[src/acdp_mul.sv]
// Shared multiplier: AW x BW product in two half-width partial products.
// Low-half product, then high-half product, then shifted sum; no package dependencies.
`timescale 1ns / 1ps

module acdp_mul #(
  parameter int AW = 60,
  parameter int BW = 28
) (
  input  logic               clk_i,
  input  logic               rst_ni,
  input  logic               start_i,
  input  logic [AW-1:0]      a_i,
  input  logic [BW-1:0]      b_i,
  output logic               done_o,
  output logic [AW+BW-1:0]   p_o
);

  localparam int H  = (AW + 1) / 2;
  localparam int HW = AW - H;
  localparam int PW = AW + BW;

  logic [1:0]        cnt_q;
  logic              done_q;
  logic [H+BW-1:0]   pp_q;
  logic [H+BW-1:0]   acc_q;
  logic [HW-1:0]     ahi_q;
  logic [BW-1:0]     b_q;
  logic [PW-1:0]     p_q;

  always_ff @(posedge clk_i or negedge rst_ni) begin
    if (!rst_ni) begin
      cnt_q  <= 2'd0;
      done_q <= 1'b0;
    end else begin
      done_q <= 1'b0;
      if (start_i) begin
        cnt_q <= 2'd1;
      end else if (cnt_q == 2'd1) begin
        cnt_q <= 2'd2;
      end else if (cnt_q == 2'd2) begin
        cnt_q  <= 2'd0;
        done_q <= 1'b1;
      end
    end
  end

  always_ff @(posedge clk_i) begin
    if (start_i) begin
      pp_q  <= (H+BW)'(a_i[H-1:0]) * (H+BW)'(b_i);
      ahi_q <= a_i[AW-1:H];
      b_q   <= b_i;
    end else if (cnt_q == 2'd1) begin
      acc_q <= pp_q;
      pp_q  <= (H+BW)'(ahi_q) * (H+BW)'(b_q);
    end else if (cnt_q == 2'd2) begin
      p_q <= (PW'(pp_q) << H) + PW'(acc_q);
    end
  end

  assign done_o = done_q;
  assign p_o    = p_q;

endmodule

[config.mk]
export PLATFORM = sky130hd
export DESIGN_NAME = acdp_mul
export DESIGN_NICKNAME = d
export VERILOG_FILES = /design/src/acdp_mul.sv
export SDC_FILE = /design/constraint.sdc
export NUM_CORES = 2
export LEC_CHECK = 0
export ABC_CLOCK_PERIOD_IN_PS = 13000
export BUFFER_PORTS_ARGS = -buffer_cell sky130_fd_sc_hd__buf_2
export CORE_MARGIN = 8
export CORE_UTILIZATION = 50
export DETAILED_ROUTE_END_ITERATION = 10
export MAX_ROUTING_LAYER = met4
export PLACE_DENSITY = 0.68
export SLEW_MARGIN = 20
export SYNTH_ARGS = -nofsm -noshare
export SYNTH_HDL_FRONTEND = slang
export SYNTH_SLANG_ARGS = --single-unit
[constraint.sdc]
create_clock -name clk_i -period 13 [get_ports clk_i]
set_clock_uncertainty 0.1 [all_clocks]
set_input_delay 2.6 -clock clk_i [delete_from_list [all_inputs] [get_ports clk_i]]
set_output_delay 2.6 -clock clk_i [all_outputs]
set_load 0.005 [all_outputs]
**After elaboration in Yosys (flattened, before gate mapping)**

Cells that the tools add are included.

- Output and inout bits: 89
- Flip-flop bits (word level): 265
- Logic and storage cells: 26
- Input bits: 91

- Reduce and logical (&&, ||, !) cells: 4
- Multiply operators: 2
- Equality and inequality tests: 2
- Bitwise logic cells: 2
- Add/subtract/negate cells: 1
- Mux-type cells: 8

Operators by type and width:

| operator | count |
|---|---|
| multiplier 30 x 28 -> 58 bit | 2 |
| two-way mux 58 bit | 2 |
| adder 88 x 58 -> 88 bit | 1 |
| two-way mux 2 bit | 3 |
| two-way mux 1 bit | 3 |
| AND reduction 3 bit | 1 |
| nonzero test 3 bit | 1 |
| equality test 2 x 1 -> 1 bit, second input constant | 1 |
| equality test 2 bit, second input constant | 1 |
| inverter 1 bit | 2 |
| AND reduction 2 bit | 1 |
| nonzero test 2 bit | 1 |

**Logic depth before layout (Yosys ltp)**

- Word-level depth: 4
- Mapped depth: 28
- Mapped depth without buffers: 25

**Least setup slack after synthesis**

No wires, ideal clock.

- Path type: input to register
- Start point: input port start_i
- End point: register p_q[0] (netlist: p_o[0]), enable pin
- Path buffers: 3
- Arrival time: 9.219 ns
- Setup slack: 3.038 ns
- Library setup time: 0.643 ns
- Stages: 4
- Cell sequence: clkbuf_1 clkbuf_1 buf_1 nor3_1

- Cells in the longest elaborated chain, start to end: 2

Ends and longest elaborated chain:

| element | RTL line | RTL |
|---|---|---|
| start: declaration | 11 | `input logic start_i,` |
| inverter 1 bit (no line) | n/a |  |
| AND reduction 3 bit (no line) | n/a |  |
| end signal: assignment | 56 | `p_q <= (PW'(pp_q) << H) + PW'(acc_q);` |
| end: declaration | 28 | `logic [PW-1:0] p_q;` |

No other way between the ends.
A chain may end at the register's enable or synchronous reset.

**Worst setup path in the final report**

- Start point: input port a_i[15]
- End point: register pp_q[47] (data pin)

- Cells in the longest elaborated chain, start to end: 2

Ends and longest elaborated chain:

| element | RTL line | RTL |
|---|---|---|
| start: declaration | 12 | `input logic [AW-1:0] a_i,` |
| multiplier 30 x 28 -> 58 bit | 49 | `pp_q <= (H+BW)'(a_i[H-1:0]) * (H+BW)'(b_i);` |
| two-way mux 58 bit | 48 | `if (start_i) begin` |
| end signal: assignment | 49 |  |
| end signal: assignment | 54 | `pp_q <= (H+BW)'(ahi_q) * (H+BW)'(b_q);` |
| end: declaration | 24 | `logic [H+BW-1:0] pp_q;` |

No other way between the ends.

==> metrics.md <==
| Metric | Value |
|---|---|
| Met2 Wirelength | ~96 mm |
| Row Count | about 130 |
| Max Used Layer | met4 |
| Final cell count without fillers | 8783 |
| Final Hold Viols | 0 |
| Post-Route WL | 194.3 mm |
| CTS sink count | 265 |
| CTS tree | done |
| Worst Setup Path Type | in2reg |
| Total track usage | 28.37% |
| Mapped Nets | 9121 |
| Largest net degree at the start of global routing | 89 |
| Root buf cell | clkbuf_16 |
| XOR/XNOR Fraction of Synth Area | under 10% |
| Part of the Yosys area used for sequential elements | 12.02% |
| Max-cap viol count | 0 |
| Max Root-Sink Buffers | 3 |
| Worst Slack Setup Final | 3.185 ns |
| Setup TNS | 0 ns |
| F_max | slightly above 100 MHz |
| Finished Core Util | 52.64% |
| Num CTS Buffers | 29 |
| Adder-Cell Fraction of Synth Area | 52.60% |
| Post-synth EDFFs | 262 |
| Avg Cell Area, Syn | 9.271 um2 |
| Number of fill cells | around 12000 |
| RSZ-0062 raised after global routing | no |
| Initial antenna violation count | 5 |
| Die Width | ~380 um |
| Met1 Wirelength | between 70 and 80 mm |
| Die Y | 379.5 um |
| GPL Wtd Cong | about 0.96 |
| Maximum fanout along the worst path | 28 |
| Largest family of logic cells by synthesized area | adder cells |
| Final Cycle Share | roughly three quarters |
| Seq cells post-synth | 265 |
| Post-CTS Setup Bufs | 0 |
| First DRT Iteration DRCs | roughly 3700 |
| Worst min path class | reg2reg |
| Hold-fix buffers at CTS | 0 |
| Via count | roughly 48000 |
| Final setup violation count | 0 |
| Post-DP HPWL | roughly 150 mm |
| PortBufs | 179 |
| Initial Utilization | 50.31% |
| Layout cells sized above 1 | 4.586% |
| TritonRoute pass-1 iters | 6 |
| Synth cell count leaders | 1722 x inv_1, 1453 x fa_1, 988 x nand2_1 |
| Wire length on met3 | 13.05 mm |
| Most used DFF post-synth | edfxtp_1 |
| Multiplexer share of the synthesized area | 0.2690% |
| CP endpoint kind | flop |
| NumNets Final | 8994 |
| Dominant cells by area after synthesis | fa_1 44%, edfxtp_1 12%, inv_1 9.8%, ha_1 8.6%, and2_1 8.1% |
| Core ar. | 131300 um2 |
| Worst skew pair latency | between 0.6 and 0.7 ns |
| Crit path launch type | primary input |
| Worst hold path cell count | 0 |
| Synth warn | 0 |
| Top-count cell post-synth | inv_1 |
| Synth top area share | 44.04% |
| Simple-gate share of the synthesized area | 16.12% |
| Final slew viol count | 0 |
| IO Count | 180 |
| Post-route ant nets | 0 |
| Status | complete, no violations |
| Dpl cells | 8721 |
| H-Tree Depth | 1 |
| DRC errors left | 0 |
| Vias per cell | 5.442 |
| Post-synthesis instance area | 66050 um2 |
| DIE AREA | 144000 um2 |
| Clk slew on worst S/H paths | 0.07 ns |
| Worst reg2reg path depth | 23 |
| P&R area growth vs syn | 4.637% |
| Min cycle time layout | 9.815 ns |
| # resized after CTS | 0 |
| Distinct cells, synth | 80 |
| GRT overflow | 0 |
| Async SR Flop Fraction | 1.132% |
| Leading area contributor after synthesis | fa_1 |
| CP arrival | 10.09 ns |
| Gate Count Post-Synth | 7125 |
| DR WL/cell | 22.12 um |
| Max_slew headroom | between 20% and 30% |
| First-pass GRT wire length | 306.0 mm |
| Vias in the first global route | about 53000 |
| Compound-Gate Fraction of Synth Area | 4.885% |
| Worst slew pin tran | 1.086 ns |
| Pre-CTS WS | 2.738 ns |
| Required @ worst endpoint | 13.28 ns |
stage by stage:
stage | instance area (um2) | hold slack (ns)
final | 69120 | 0.3086
after floorplan | 66050 | 0.3003
after global placement | 68140 | 0.3042
after detailed placement | 68140 | 0.3045
after global routing | 69110 | 0.3224
after CTS | 69070 | 0.3126
layer usage:
layer	vias up	GRT usage, %
li1	20717	-
met1	24598	34.82
met2	1981	47.60
met3	503	3.594
met4	0	11.77
met5	-	-
cells by family after synthesis:
| group | Yosys count |
|---|---|
| AND/OR/NAND/NOR | 2152 |
| buffers and inverters | 2129 |
| adder cells (fa/ha/maj) | 1905 |
| AO/OA/AOI/OAI | 507 |
| flip-flops | 265 |
| XOR/XNOR | 150 |
| multiplexers | 17 |
area by class of cell:
type | instances | area, um2 | share of cell area (%)
Clock buffer | 34 | 744.5 | 1.077
Tap cell | 1755 | 2196 | 3.177
Sequential cell | 265 | 7943 | 11.49
Clock inverter | 20 | 185.2 | 0.2679
Timing Repair Buffer | 249 | 1448 | 2.094
Multi-Input combinational cell | 4731 | 50120 | 72.51
Inverter | 1722 | 6464 | 9.352
Antenna cell | 7 | 17.52 | 0.02534
sequential cells by signal, summed over array words and instances (netlist names):
register,count
ahi_q,30
p_o,88
pp_q,58
done_o,1
b_q,28
cnt_q,2
acc_q,58
layout by cell type (no fill, tap or decap), drive strengths merged, types with 6 or more instances in the layout:
cell type / synthesis / final
and2: 853 / 853
a21boi: 6 / 6
nor3b: 7 / 7
nand2: 988 / 988
nand4: 36 / 36
nand3: 43 / 43
clkinv: 0 / 11
diode: 0 / 7
nor2: 123 / 123
mux2: 6 / 6
edfxtp: 262 / 262
o31ai: 12 / 12
xor2: 57 / 57
o211ai: 13 / 13
or3: 7 / 7
a21oi: 195 / 195
mux2i: 11 / 11
xnor2: 93 / 93
a21o: 54 / 54
clkbuf: 399 / 34
a211oi: 12 / 12
o31a: 8 / 8
fa: 1453 / 1453
o41ai: 6 / 6
o21ai: 95 / 95
a31oi: 15 / 15
inv: 1722 / 1728
nand2b: 15 / 15
and4: 8 / 8
nor3: 31 / 31
o21bai: 28 / 28
buf: 8 / 249
nor2b: 6 / 6
and3: 18 / 18
ha: 452 / 452
o21a: 12 / 12
worst paths after layout:
check | from | to | slack (ns)
worst max-delay path | a_i[15] | pp_q[47] | 3.19
worst min-delay path | acc_q[11] | p_o[11] | 0.31
worst max register to register | b_q[16] | pp_q[56] | 4.87
worst min register to register | acc_q[11] | p_o[11] | 0.31
max in group asynchronous | rst_ni | cnt_q[0] | 11.00
min in group asynchronous | rst_ni | done_o | 1.70
critical path: stages:
cell and delay (ns):
buf_2 0.63, nand2_1 0.19, fa_1 0.54, fa_1 0.51
fa_1 0.47, fa_1 0.53, fa_1 0.55, inv_1 0.05
fa_1 0.47, inv_1 0.05, fa_1 0.49, inv_1 0.05
ha_1 0.39, a21oi_1 0.22, o21bai_1 0.08, a2111oi_0 0.87
nor2b_1 0.42, a2111oi_2 0.18, a21bo_1 0.22, nor2_1 0.26
xor2_1 0.19, mux2i_1 0.09
Power is left out: the tool's default activity adds up to more than one toggle a clock period on the data nets, which glitch-free logic cannot reach.
