[config.mk]
export PLATFORM = sky130hd
export DESIGN_NAME = acdp_div
export DESIGN_NICKNAME = d
export VERILOG_FILES = /design/src/acdp_div.sv
export SDC_FILE = /design/constraint.sdc
export NUM_CORES = 1
export LEC_CHECK = 0
export BUFFER_PORTS_ARGS = -buffer_cell sky130_fd_sc_hd__buf_2
export CORE_AREA = 5 5 139 141
export DETAILED_ROUTE_END_ITERATION = 8
export DIE_AREA = 0 0 144 146
export PLACE_DENSITY = 0.7
export SETUP_SLACK_MARGIN = 0.5
export SLEW_MARGIN = 20
export SYNTH_ARGS = -nofsm -noshare
export SYNTH_HDL_FRONTEND = slang
export SYNTH_SLANG_ARGS = --single-unit
[constraint.sdc]
create_clock -name clk_i -period 6.7 [get_ports clk_i]
set_input_delay 0.67 -clock clk_i [delete_from_list [all_inputs] [get_ports clk_i]]
set_output_delay 0.67 -clock clk_i [all_outputs]
set_load 0.01 [all_outputs]
[src/acdp_div.sv]
// Restoring divider, one quotient bit per cycle.
// No package dependencies.
`timescale 1ns / 1ps

module acdp_div #(
  parameter int NUM_W = 33,
  parameter int DEN_W = 51
) (
  input  logic              clk_i,
  input  logic              rst_ni,
  input  logic              start_i,
  input  logic [NUM_W-1:0]  num_i,
  input  logic [DEN_W-1:0]  den_i,
  output logic              done_o,
  output logic [NUM_W-1:0]  quo_o
);

  localparam int CW = $clog2(NUM_W + 1);

  logic [CW-1:0]    cnt_q;
  logic             done_q;
  logic [NUM_W-1:0] q_q;
  logic [DEN_W-1:0] rem_q;
  logic [DEN_W-1:0] den_q;
  logic [DEN_W:0]   trial;
  logic             ge;

  assign trial = {rem_q, q_q[NUM_W-1]};
  assign ge    = trial >= {1'b0, den_q};

  always_ff @(posedge clk_i or negedge rst_ni) begin
    if (!rst_ni) begin
      cnt_q  <= '0;
      done_q <= 1'b0;
    end else begin
      done_q <= 1'b0;
      if (start_i) begin
        cnt_q <= CW'(NUM_W);
      end else if (cnt_q != '0) begin
        cnt_q  <= cnt_q - CW'(1);
        done_q <= (cnt_q == CW'(1));
      end
    end
  end

  always_ff @(posedge clk_i) begin
    if (start_i) begin
      q_q   <= num_i;
      rem_q <= '0;
      den_q <= den_i;
    end else if (cnt_q != '0) begin
      rem_q <= ge ? DEN_W'(trial - {1'b0, den_q}) : DEN_W'(trial);
      q_q   <= {q_q[NUM_W-2:0], ge};
    end
  end

  assign done_o = done_q;
  assign quo_o  = q_q;

endmodule

## Yosys cells after proc, flatten, opt, wreduce, memory -nomap -nowiden

Cells that the tools add are included.

| storage, ports and cells | value |
|---|---|
| bits of input ports | 87 |
| memory bits (read-only) | 0 |
| logic and storage cells | 18 |
| RAM bits | 0 |
| memories | 0 |
| flip-flop bits (word level) | 142 |
| bits in latches | 0 |
| output and inout port bits | 34 |

| operators by class | value |
|---|---|
| div/mod/pow operators | 0 |
| $add $sub $neg | 2 |
| reduce and logical (&&, ||, !) cells | 2 |
| $lt $le $gt $ge | 1 |
| equality and inequality tests | 1 |
| muxes and demuxes | 7 |
| shift operators | 0 |
| bitwise operators | 0 |
| multipliers | 0 |

Operator list:

| kind | number |
|---|---|
| $mux W33 | 2 |
| $ge A52 B51 Y1 | 1 |
| $mux W51 | 1 |
| $sub A51 B51 Y51 | 1 |
| $mux W6 | 2 |
| $eq A6 B1 Y1 const B | 1 |
| $reduce_bool A6 Y1 | 1 |
| $sub A6 B1 Y6 const B | 1 |
| $mux W1 | 2 |
| $reduce_bool A2 Y1 | 1 |

## Depth between registers and ports, before layout

Gate-level depths: netlist of run 1.

| depth | value |
|---|---|
| depth in word-level cells | 3 |
| mapped depth | 14 |
| mapped depth without buffers | 12 |

## Worst setup path before layout of run 1

No wires, ideal clock.

| path | value |
|---|---|
| path type | register -> register |
| start | register q_q[32] (netlist: quo_o[32]) |
| end | register q_q[0] (netlist: quo_o[0]), data pin |
| data required time | 6440 ps |
| setup slack | 3819 ps |
| setup time | 260 ps |
| period minus slack after synthesis | 2881 ps |
| arrival | 2621 ps |
| path buffers | 2 |
| stages on the path, launching flop included | 14 |
| cell sequence | edfxtp_1 -> inv_1 -> ha_1 -> fa_1 -> nor2b_1 -> o2111ai_1 -> nand2_1 -> a211oi_2 -> a21o_1 -> a21o_1 -> nand2_2 -> buf_6 -> buf_6 -> mux2_2 |

| on the way | value |
|---|---|
| word-level cells in the longest chain between the ends | 3 |

RTL lines:

| element | line | source |
|---|---|---|
| start, declared | 22 | `logic [NUM_W-1:0] q_q;` |
| start signal, assigned | 48 | `q_q <= num_i;` |
| start signal, assigned | 53 | `q_q <= {q_q[NUM_W-2:0], ge};` |
| $ge A52 B51 Y1 | 29 | `assign ge = trial >= {1'b0, den_q};` |
| $mux W33 | 51 | `end else if (cnt_q != '0) begin` |
| $mux W33 | 47 | `if (start_i) begin` |

No other way between the ends. The select of a mux whose other input is x is not followed.
A chain may end at the register's enable or synchronous reset.

## Worst setup path after layout of run 1

| path | value |
|---|---|
| start | register den_q[33] |
| end | register rem_q[49] |

| on the way | value |
|---|---|
| word-level cells in the longest chain between the ends | 2 |
| elaborated cells on any way between the ends | 3 |
| those cells by class | add/sub (1); order compare (1); mux (1) |

RTL lines:

| element | line | source |
|---|---|---|
| start, declared | 24 | `logic [DEN_W-1:0] den_q;` |
| start signal, assigned | 50 | `den_q <= den_i;` |
| $sub A51 B51 Y51 / $ge A52 B51 Y1 (equally long branches) | 52, 29 |  |
| $mux W51 (*) | 52 | `rem_q <= ge ? DEN_W'(trial - {1'b0, den_q}) : DEN_W'(trial);` |
| end signal, assigned | 52 |  |
| end, declared | 23 | `logic [DEN_W-1:0] rem_q;` |

Every way passes the cells marked *; elsewhere a longest branch is shown, timed or not.

==> results.json, run 1 <==
{
  "status": "finished, final reports clean",
  "crit_chain": "inv_1 > ha_1 > and2_1 > and3_1 > or4b_1 > or2_1 > a21o_1 > a21o_1 > nand2_2 > nand2_2 > o32ai_1",
  "powerDensity_nw_per_um2": 418.0,
  "end_kind": "flip-flop",
  "io-pin-count": 121,
  "cts_resized": 0,
  "grt_pass1_vias": 7307,
  "synth_edf_count": 84,
  "yosysSeqAreaShare_pct": 42.39,
  "hold_buffers": 0,
  "num_antenna_cells": 0,
  "max_freq_mhz": 269.2,
  "finalCriticalPeriod_ps": 3715,
  "slew_headroom_pct": 32.95,
  "drcViolationCount": 0,
  "cp_max_fo": 40,
  "combPwrFrac_pct": 47.7,
  "synth_area_leaders": "edfxtp_1 (29%), dfxtp_1 (12%), ha_1 (7.6%)",
  "syn-num-nets": 1089,
  "grt-ovfl-total": 0,
  "fin_area_um2": 10040,
  "post-cts-setup-buffers": 0,
  "cap_violations": 0,
  "cts.sinks": 142,
  "numCtsBuffers": 17,
  "antenna_found_initial": 0,
  "h-tree-depth": 4,
  "dieArea_um2": 21020,
  "yosysTopAreaCellShare_pct": 28.75,
  "tightest_slew_ps": 1006,
  "viasPerCell": 5.698,
  "yosys_register_bits": 142,
  "initialDrtViolationCount": 633,
  "hold_viol_final": 0,
  "cts_tree": "done",
  "grt_max_degree": 84,
  "clk-insertion-delay-late_ps": 440,
  "yosysWarnings": 0,
  "grt_usage_pct": 20.34,
  "clock_power_share_pct": 21.5,
  "rows": 49,
  "yosysUniqueCellTypes": 74,
  "ys_async_sr_fraction_pct": 4.930,
  "rsz0062_at_grt": "false",
  "finalCritPeriodShare_pct": 55.44,
  "synth_top_area_cell": "edfxtp_1",
  "die_y_um": 146,
  "ant_nets": 0,
  "yosys_most_used_dff": "edfxtp_1",
  "slew_viol_final": 0,
  "io_buffers": 120,
  "clk_pin_slew_ps": 60,
  "root_buffer": "clkbuf_16",
  "syn_inst": 948,
  "p_int_mw": 2.431,
  "critPathLaunchType": "flip-flop",
  "cp_slowest_stage_delay_ps": 610,
  "place_area_um2": 9489,
  "critPathLaunch": "den_q[33]",
  "cp_slowest_cell": "nand2_2",
  "coreArea_um2": 17840,
  "path_class": "flip-flop to flip-flop",
  "setup_violations": 0,
  "worstReg2RegStart": "den_q[33]",
  "required_ps": 7050,
  "routedWlPerCell_um": 16.26,
  "drive_gt1_share_pct": 18.60,
  "p_sw_share_pct": 42.09,
  "crit_family": "simple AND/OR/NAND/NOR gates",
  "power_leakage_nw": 4.383,
  "crit_arrival_ps": 4060,
  "area_growth_pct": 14.46,
  "final.setup.tns_ps": 0,
  "place.gp.congestion": 0.9050,
  "critPathBufInv": 1,
  "max-vdd-ir-drop_mv": 0.3817,
  "p_sw_mw": 1.767,
  "vias": 7311,
  "netlist_area_um2": 8772,
  "grt_pass1_wl_um": 35330,
  "routed_wirelength_um": 20860,
  "avgSynthCellArea_um2": 9.253,
  "clock_skew_ps": 10.59,
  "hpwl_um": 14820,
  "initial_core_util_pct": 49.17,
  "seqPwrFrac_pct": 30.8,
  "hold_path_class": "primary input to async pin",
  "clockBufferDepth": 2,
  "nNetsFinal": 1182,
  "drt-pass1-iter-count": 5,
  "die_w_um": 144
}
==> synthesized netlist by cell type (all sizes together) (10+ instances only) <==
| cell | instances |
|---|---|
| nand4 | 17 |
| a211oi | 19 |
| edfxtp | 84 |
| a31oi | 13 |
| a311oi | 22 |
| nor2 | 71 |
| xnor2 | 26 |
| o21bai | 10 |
| a21oi | 90 |
| mux2 | 33 |
| nand2 | 108 |
| clkbuf | 45 |
| o21ai | 35 |
| inv | 68 |
| xor2 | 15 |
| o21a | 12 |
| a21o | 26 |
| nand3 | 10 |
| dfxtp | 51 |
| nor3 | 19 |
| ha | 53 |
| and2 | 13 |
==> cells by family after synthesis <==
family,count (synthesis),synth area share (%)
flip-flops,142,42.39
buffers and inverters,119,5.363
AND/OR/NAND/NOR,276,14.51
XOR/XNOR,41,4.094
AO/OA/AOI/OAI,279,21.17
adder cells (fa/ha/maj),54,7.788
multiplexers,37,4.693
==> path summary, 6_finish.rpt <==
kind                            cells past startpoint         to  slack (ps)
worst min register to register                      2  rem_q[14]         500
worst max register to register                     11  rem_q[49]        2990
worst max-delay path                               11  rem_q[49]        2990
min in group clk_i                                  1  den_q[45]         400
max in group asynchronous                           1   cnt_q[3]        6490
worst min-delay path                                1   cnt_q[2]          60
==> per-layer routing <==
metal  share of wire (%)  up-vias  global-route usage, %
met2                  47      205                  32.82
met1                  45     3425                  27.33
met5                   0        -                      0
li1                    -     3658                      -
met4                 1.2        0                  5.132
met3                 6.5       23                  5.094
==> layout make-up <==
class | instances | area [um2]
fill | 1629 | 7800
multi-input combinational | 687 | 4588
sequential | 142 | 3719
timing repair buffer | 125 | 640.6
clock buffer | 17 | 425.4
tap | 229 | 286.5
inverter | 68 | 255.2
clock inverter | 15 | 126.4
==> metrics by stage <==
step                      util, %  std cells  power (mW)  setup slack (ps)  hold WS, ps
after floorplan                 -        948       2.839              3819        374.4
after global placement      53.19       1251       3.261              3052        483.5
after detailed placement    53.19       1251       3.277              2977        489.4
after CTS                   56.28       1283       4.201              2973        49.59
after global routing        56.28       1283       4.516              2791        62.20
final                       56.28       1283       4.198              2985        57.09
==> state kept, by name, summed over array words and instances (netlist names) <==
signal  flops
den_q      51
quo_o      33
cnt_q       6
done_o      1
rem_q      51
==> power groups by stage <==
stage / sequential (mW) / clock, mW / combinational [mW]
6_report: 1.29 / 0.902 / 2.00
4_1_cts: 1.29 / 0.920 / 1.99
3_3_place_gp: 1.30 / 0 / 1.96
2_1_floorplan: 1.29 / 0 / 1.55
5_1_grt: 1.32 / 0.954 / 2.24
3_5_place_dp: 1.31 / 0 / 1.97
==> placed cells by master (no fill, tap or decap), drive strengths merged, types with 22 or more instances in the layout <==
cell type    n
a21o        26
a21oi       90
a311oi      22
buf        125
dfxtp       51
edfxtp      84
ha          53
inv         76
mux2        33
nand2      108
nor2        71
o21ai       35
xnor2       26
No activity file was read; power rests on OpenSTA's default activity.
==> inputs of run 2 (changes only) <==
==> constraint.sdc (replaced) <==
create_clock -name clk_i -period 3.5 [get_ports clk_i]
set_input_delay 0.35 -clock clk_i [delete_from_list [all_inputs] [get_ports clk_i]]
set_output_delay 0.35 -clock clk_i [all_outputs]
set_load 0.01 [all_outputs]
==> run 2 against run 1 <==
Total power is 120% higher. Critical path depth stayed put. Design area is 8.5% higher. Sequential power is 95% higher. Largest cell class unchanged. Highest routed layer unchanged. Clock power is 100% higher. Non-clock buffer count is 41 higher. Critical path type unchanged. Wire length is 9.7% higher. Critical endpoint is now rem_q[27]. Via count is 4.5% higher. Final cell count is 3.3% higher. Combinational power is 140% higher. Clock skew is 3.7 ps higher.
==> results.json, run 2 (synthesis results as in run 1) <==
{
  "worstReg2RegStart": "rem_q[2]",
  "routed_wirelength_um": 22890,
  "critPathLaunch": "rem_q[2]",
  "power_leakage_nw": 4.719,
  "clk-insertion-delay-late_ps": 440,
  "coreArea_um2": 17840,
  "critPathLaunchType": "flip-flop",
  "min-delay-start": "den_i[44]",
  "end_kind": "flip-flop",
  "gr-usage-met2_pct": 33.26,
  "grt-ovfl-total": 0,
  "path_class": "flip-flop to flip-flop",
  "numCtsBuffers": 17,
  "ant_nets": 0,
  "powerDensity_nw_per_um2": 838.1,
  "placedCellCount": 1265,
  "antenna_found_initial": 0,
  "clock_skew_ps": 14.27,
  "clk_pin_slew_ps": 70,
  "met3_usage_pct": 4.962,
  "cts_tree": "done",
  "mostFrequentLayoutCells": "buf_2 (119), nand2_1 (96), edfxtp_1 (84)",
  "clockBufferDepth": 2,
  "crit_arrival_ps": 3410,
  "drcViolationCount": 0,
  "root_buffer": "clkbuf_16",
  "drive_gt1_share_pct": 27.65,
  "place.gp.congestion": 0.9246,
  "required_ps": 3850,
  "hpwl_um": 15490,
  "finalCriticalPeriod_ps": 3055,
  "max_freq_mhz": 327.3,
  "hold_viol_final": 0,
  "max-vdd-ir-drop_mv": 0.4610,
  "holdPathStages": 1,
  "hold_path_class": "primary input to flip-flop",
  "grt_pass1_wl_um": 36090,
  "total_power_mw": 9.131,
  "tightest_slew_ps": 830.1,
  "viasPerCell": 5.767,
  "initial_core_util_pct": 49.17,
  "layout.cells.non_filler": 1325,
  "reg2regPathDepth": 11,
  "top_usage_layer": "met2",
  "dieArea_um2": 21020,
  "rows": 49,
  "status": "finished, final reports clean",
  "area_growth_pct": 24.19,
  "io_buffers": 120,
  "drt-pass1-iter-count": 6,
  "setup_violations": 0,
  "cap_violations": 0,
  "slew_viol_final": 0,
  "final.setup.tns_ps": 0,
  "grtUsageMet1_pct": 28.48,
  "initialDrtViolationCount": 583,
  "grt_pass1_vias": 7415,
  "cts.sinks": 142,
  "io-pin-count": 121,
  "grt_max_degree": 81,
  "h-tree-depth": 4,
  "finalCritPeriodShare_pct": 87.29,
  "rsz0062_at_grt": "true",
  "nFillCells": 1508,
  "num_antenna_cells": 0,
  "slew_headroom_pct": 44.66,
  "die_w_um": 144,
  "routedWlPerCell_um": 17.27,
  "final_common_cell": "buf_2",
  "die_y_um": 146,
  "cp_max_fo": 6,
  "vias": 7641,
  "nNetsFinal": 1224,
  "grt_usage_pct": 20.90
}
run 2: cell count changes in the layout (fill, tap and decap cells not counted), sizes merged:
cell         change
buf             +36
clkbuf           +3
clkinv           +3
clkinvlp         -2
bufbuf           +1
dlygate4sd3      +1
inv              -1
nand2            +1
run 2: layout make-up:
class	count	area, um2	area share [%]
multi-input combinational	688	4927	45.23
sequential	142	3719	34.13
timing repair buffer	166	1094	10.04
clock buffer	17	425.4	3.905
tap	229	286.5	2.630
inverter	68	255.2	2.343
clock inverter	15	187.7	1.723
run 2: through the flow:
stage	instance area (um2)	setup WS, ps	util (%)	hold WS [ps]
finish	10890	445.0	61.06	84.34
global route	10890	311.3	61.06	71.46
floorplan	8772	618.8	-	54.41
detailed placement	9619	271.6	53.92	193.9
global placement	9619	357.5	53.92	190.6
CTS	10390	504.6	58.26	72.17
run 2: metal layers:
metal / wire length (um) / up-vias / part of all wire, %
li1: - / 3752 / -
met1: 10200 / 3606 / 45
met2: 10960 / 250 / 48
met3: 1434 / 33 / 6.3
met4: 287 / 0 / 1.3
met5: 0 / - / 0
run 2: critical path, stage by stage, from the launching register on:
cell and delay (ps):
dfxtp_1 340, ha_1 410, a21o_1 210, a21oi_1 220, a21oi_2 120, o211ai_1 250, buf_4 180, nand2_1 160
a31oi_1 320, a21boi_0 140, or3b_4 400, a211oi_2 220
run 2: final timing paths:
| path | slack [ps] | to |
|---|---|---|
| max | 440 | rem_q[27] |
| min | 80 | den_q[44] |
| max reg2reg | 440 | rem_q[27] |
| min reg2reg | 490 | rem_q[1] |
| max in group asynchronous | 3060 | cnt_q[2] |
| min in group asynchronous | 270 | cnt_q[4] |
run 2: what timing repair did:
| action | in CTS | in global routing |
|---|---|---|
| pin swaps | 6 | 29 |
| gates cloned | 1 | 4 |
| resized for setup | 19 | 67 |
| endpoints found under the hold margin | 7 | 0 |
| hold buffers | 1 | 0 |
| setup endpoints to repair | 44 | 50 |
| setup buffers | 4 | 18 |
run 2: power breakdown:
group / switching, mW / leakage, nW / internal (mW)
registers: 0.314 / 1.35 / 2.19
logic: 2.65 / 3.07 / 2.14
clock network: 0.868 / 0.294 / 0.970
==> inputs of run 3 (changes only) <==
--- a/config.mk
+++ b/config.mk
@@ -6,10 +6,12 @@
 export NUM_CORES = 1
 export LEC_CHECK = 0
 export BUFFER_PORTS_ARGS = -buffer_cell sky130_fd_sc_hd__buf_2
-export CORE_AREA = 5 5 139 141
+export CELL_PAD_IN_SITES_DETAIL_PLACEMENT = 1
+export CELL_PAD_IN_SITES_GLOBAL_PLACEMENT = 1
+export CORE_AREA = 5 5 134 161
 export DETAILED_ROUTE_END_ITERATION = 8
-export DIE_AREA = 0 0 144 146
-export PLACE_DENSITY = 0.7
+export DIE_AREA = 0 0 139 166
+export PLACE_DENSITY_LB_ADDON = 0.1
 export SETUP_SLACK_MARGIN = 0.5
 export SLEW_MARGIN = 20
 export SYNTH_ARGS = -nofsm -noshare
==> run 3 against run 2 <==
Wire length grew 15%. Combinational power grew 6.5%. Critical path depth shrank 1. Via count grew 2.4%. Largest cell class unchanged. Non-clock buffer count grew 5. Design area grew 2.9%.
==> results.json, run 3 (synthesis results as in run 1) <==
{
  "max-vdd-ir-drop_mv": 0.4382,
  "holdPathStages": 1,
  "area_growth_pct": 27.83,
  "path_class": "flip-flop to flip-flop",
  "crit_arrival_ps": 3410,
  "rows": 57,
  "hpwl_um": 18290,
  "cts.sinks": 142,
  "drcViolationCount": 0,
  "nNetsFinal": 1229,
  "grt-ovfl-total": 0,
  "num_antenna_cells": 0,
  "setup_violations": 0,
  "hold_viol_final": 0,
  "tightest_slew_ps": 910.4,
  "reg2reg_to": "rem_q[6]",
  "place.gp.congestion": 0.8820,
  "cp_slowest_stage_delay_ps": 600,
  "dieArea_um2": 23070,
  "crit_chain": "inv_1 > ha_4 > nand4_1 > or4b_4 > or2_4 > a21o_1 > a21oi_4 > nor2_4 > or3_4 > a311oi_1",
  "initialDrtViolationCount": 361,
  "numCtsBuffers": 17,
  "status": "finished, final reports clean",
  "cts_tree": "done",
  "min-delay-start": "den_i[40]",
  "vias": 7825,
  "clock_skew_ps": 9.093,
  "grt_usage_pct": 22.18,
  "mostFrequentLayoutCells": "buf_2 (119), nand2_1 (103), edfxtp_1 (84)",
  "antenna_found_initial": 0,
  "die_w_um": 139,
  "drt-pass1-iter-count": 4,
  "root_buffer": "clkbuf_16",
  "finalCriticalPeriod_ps": 3066,
  "grt_pass1_wl_um": 42270,
  "worstReg2RegStart": "den_q[23]",
  "final.setup.tns_ps": 0,
  "reg2reg_slack_ps": 430,
  "h-tree-depth": 4,
  "routedWlPerCell_um": 19.32,
  "power_leakage_nw": 4.726,
  "grt_pass1_vias": 8321,
  "slew_headroom_pct": 39.31,
  "reg2regPathDepth": 10,
  "cp_slowest_cell": "or4b_4",
  "powerDensity_nw_per_um2": 854.8,
  "rsz0062_at_grt": "true",
  "min_to": "den_q[40]",
  "ant_nets": 0,
  "cap_violations": 0,
  "clk_pin_slew_ps": 70,
  "end_kind": "flip-flop",
  "initial_core_util_pct": 43.93,
  "final_common_cell": "buf_2",
  "cp_max_fo": 7,
  "total_power_mw": 9.585,
  "viasPerCell": 5.728,
  "routed_wirelength_um": 26400,
  "nFillCells": 2275,
  "clockBufferDepth": 2,
  "io_buffers": 120,
  "slew_viol_final": 0,
  "coreArea_um2": 19970,
  "hold_path_class": "primary input to flip-flop",
  "drive_gt1_share_pct": 31.34,
  "required_ps": 3840,
  "post-route-util_pct": 56.15,
  "grt_max_degree": 78,
  "critPathLaunchType": "flip-flop",
  "io-pin-count": 121,
  "clk-insertion-delay-late_ps": 430,
  "die_y_um": 166,
  "max_freq_mhz": 326.2,
  "finalCritPeriodShare_pct": 87.60
}
[run 3: changes by cell type in the layout (fill, tap and decap cells not counted), moves of 7 or more]
cell,delta
a21oi_1,-18
a21oi_2,+18
ha_1,-15
ha_4,+12
buf_4,+7
nand2_1,+7
nand2_2,-7
[run 3: metal layers]
layer	vias up	track usage (%)	wire length (um)
met5	-	0	0
met4	0	6.979	686
met3	53	5.328	1137
met2	159	39.74	13780
met1	3863	26.14	10790
li1	3750	-	-
[run 3: cell type report]
type | instances | area (um2) | share of cell area [%]
multi-input combinational | 688 | 5230 | 46.64
sequential | 142 | 3720 | 33.17
timing repair buffer | 171 | 1065 | 9.496
clock buffer | 17 | 425.4 | 3.794
tap | 265 | 331.6 | 2.957
inverter | 68 | 255.2 | 2.276
clock inverter | 15 | 186.4 | 1.663
[run 3: how the worst max path moves through the flow]
stage | start | end
2_1_floorplan | quo_o[32] | quo_o[0]
3_3_place_gp | rem_q[42] | rem_q[15]
3_5_place_dp | quo_o[32] | rem_q[12]
4_1_cts | den_q[26] | rem_q[6]
5_1_grt | quo_o[32] | rem_q[42]
6_report | den_q[23] | rem_q[6]
[run 3: what timing repair did]
action / in CTS / in global routing
hold buffers: 1 / 0
endpoints found under the hold margin: 7 / 0
gates resized for setup: 37 / 113
setup buffers: 8 / 15
endpoints found under the setup margin: 52 / 52
pin swaps: 13 / 36
gates cloned: 1 / 0
[run 3: through the flow]
stage | worst slack [ps] | cell area, um2 | hold WS (ps) | std cells
after floorplan | 618.8 | 8772 | 54.41 | 948
after global placement | 360.0 | 9699 | 194.9 | 1309
after detailed placement | 222.2 | 9699 | 199.4 | 1309
after CTS | 504.2 | 10600 | 72.16 | 1351
after global routing | 335.0 | 11210 | 68.34 | 1366
final | 434.1 | 11210 | 88.15 | 1366
[run 3: critical path: cells and delay by family, from the launching register on]
kind / cells / cell delay [ps]
AOI/OAI and AO/OA: 3 / 710
adders and majority gates: 1 / 310
buffers and inverters: 1 / 70
DFF: 1 / 340
and+or+nand+nor: 5 / 1540
[run 3: power by group]
group          switching, mW  internal, mW
Clock                  0.834          1.09
Combinational           2.84          2.26
Sequential             0.371          2.19
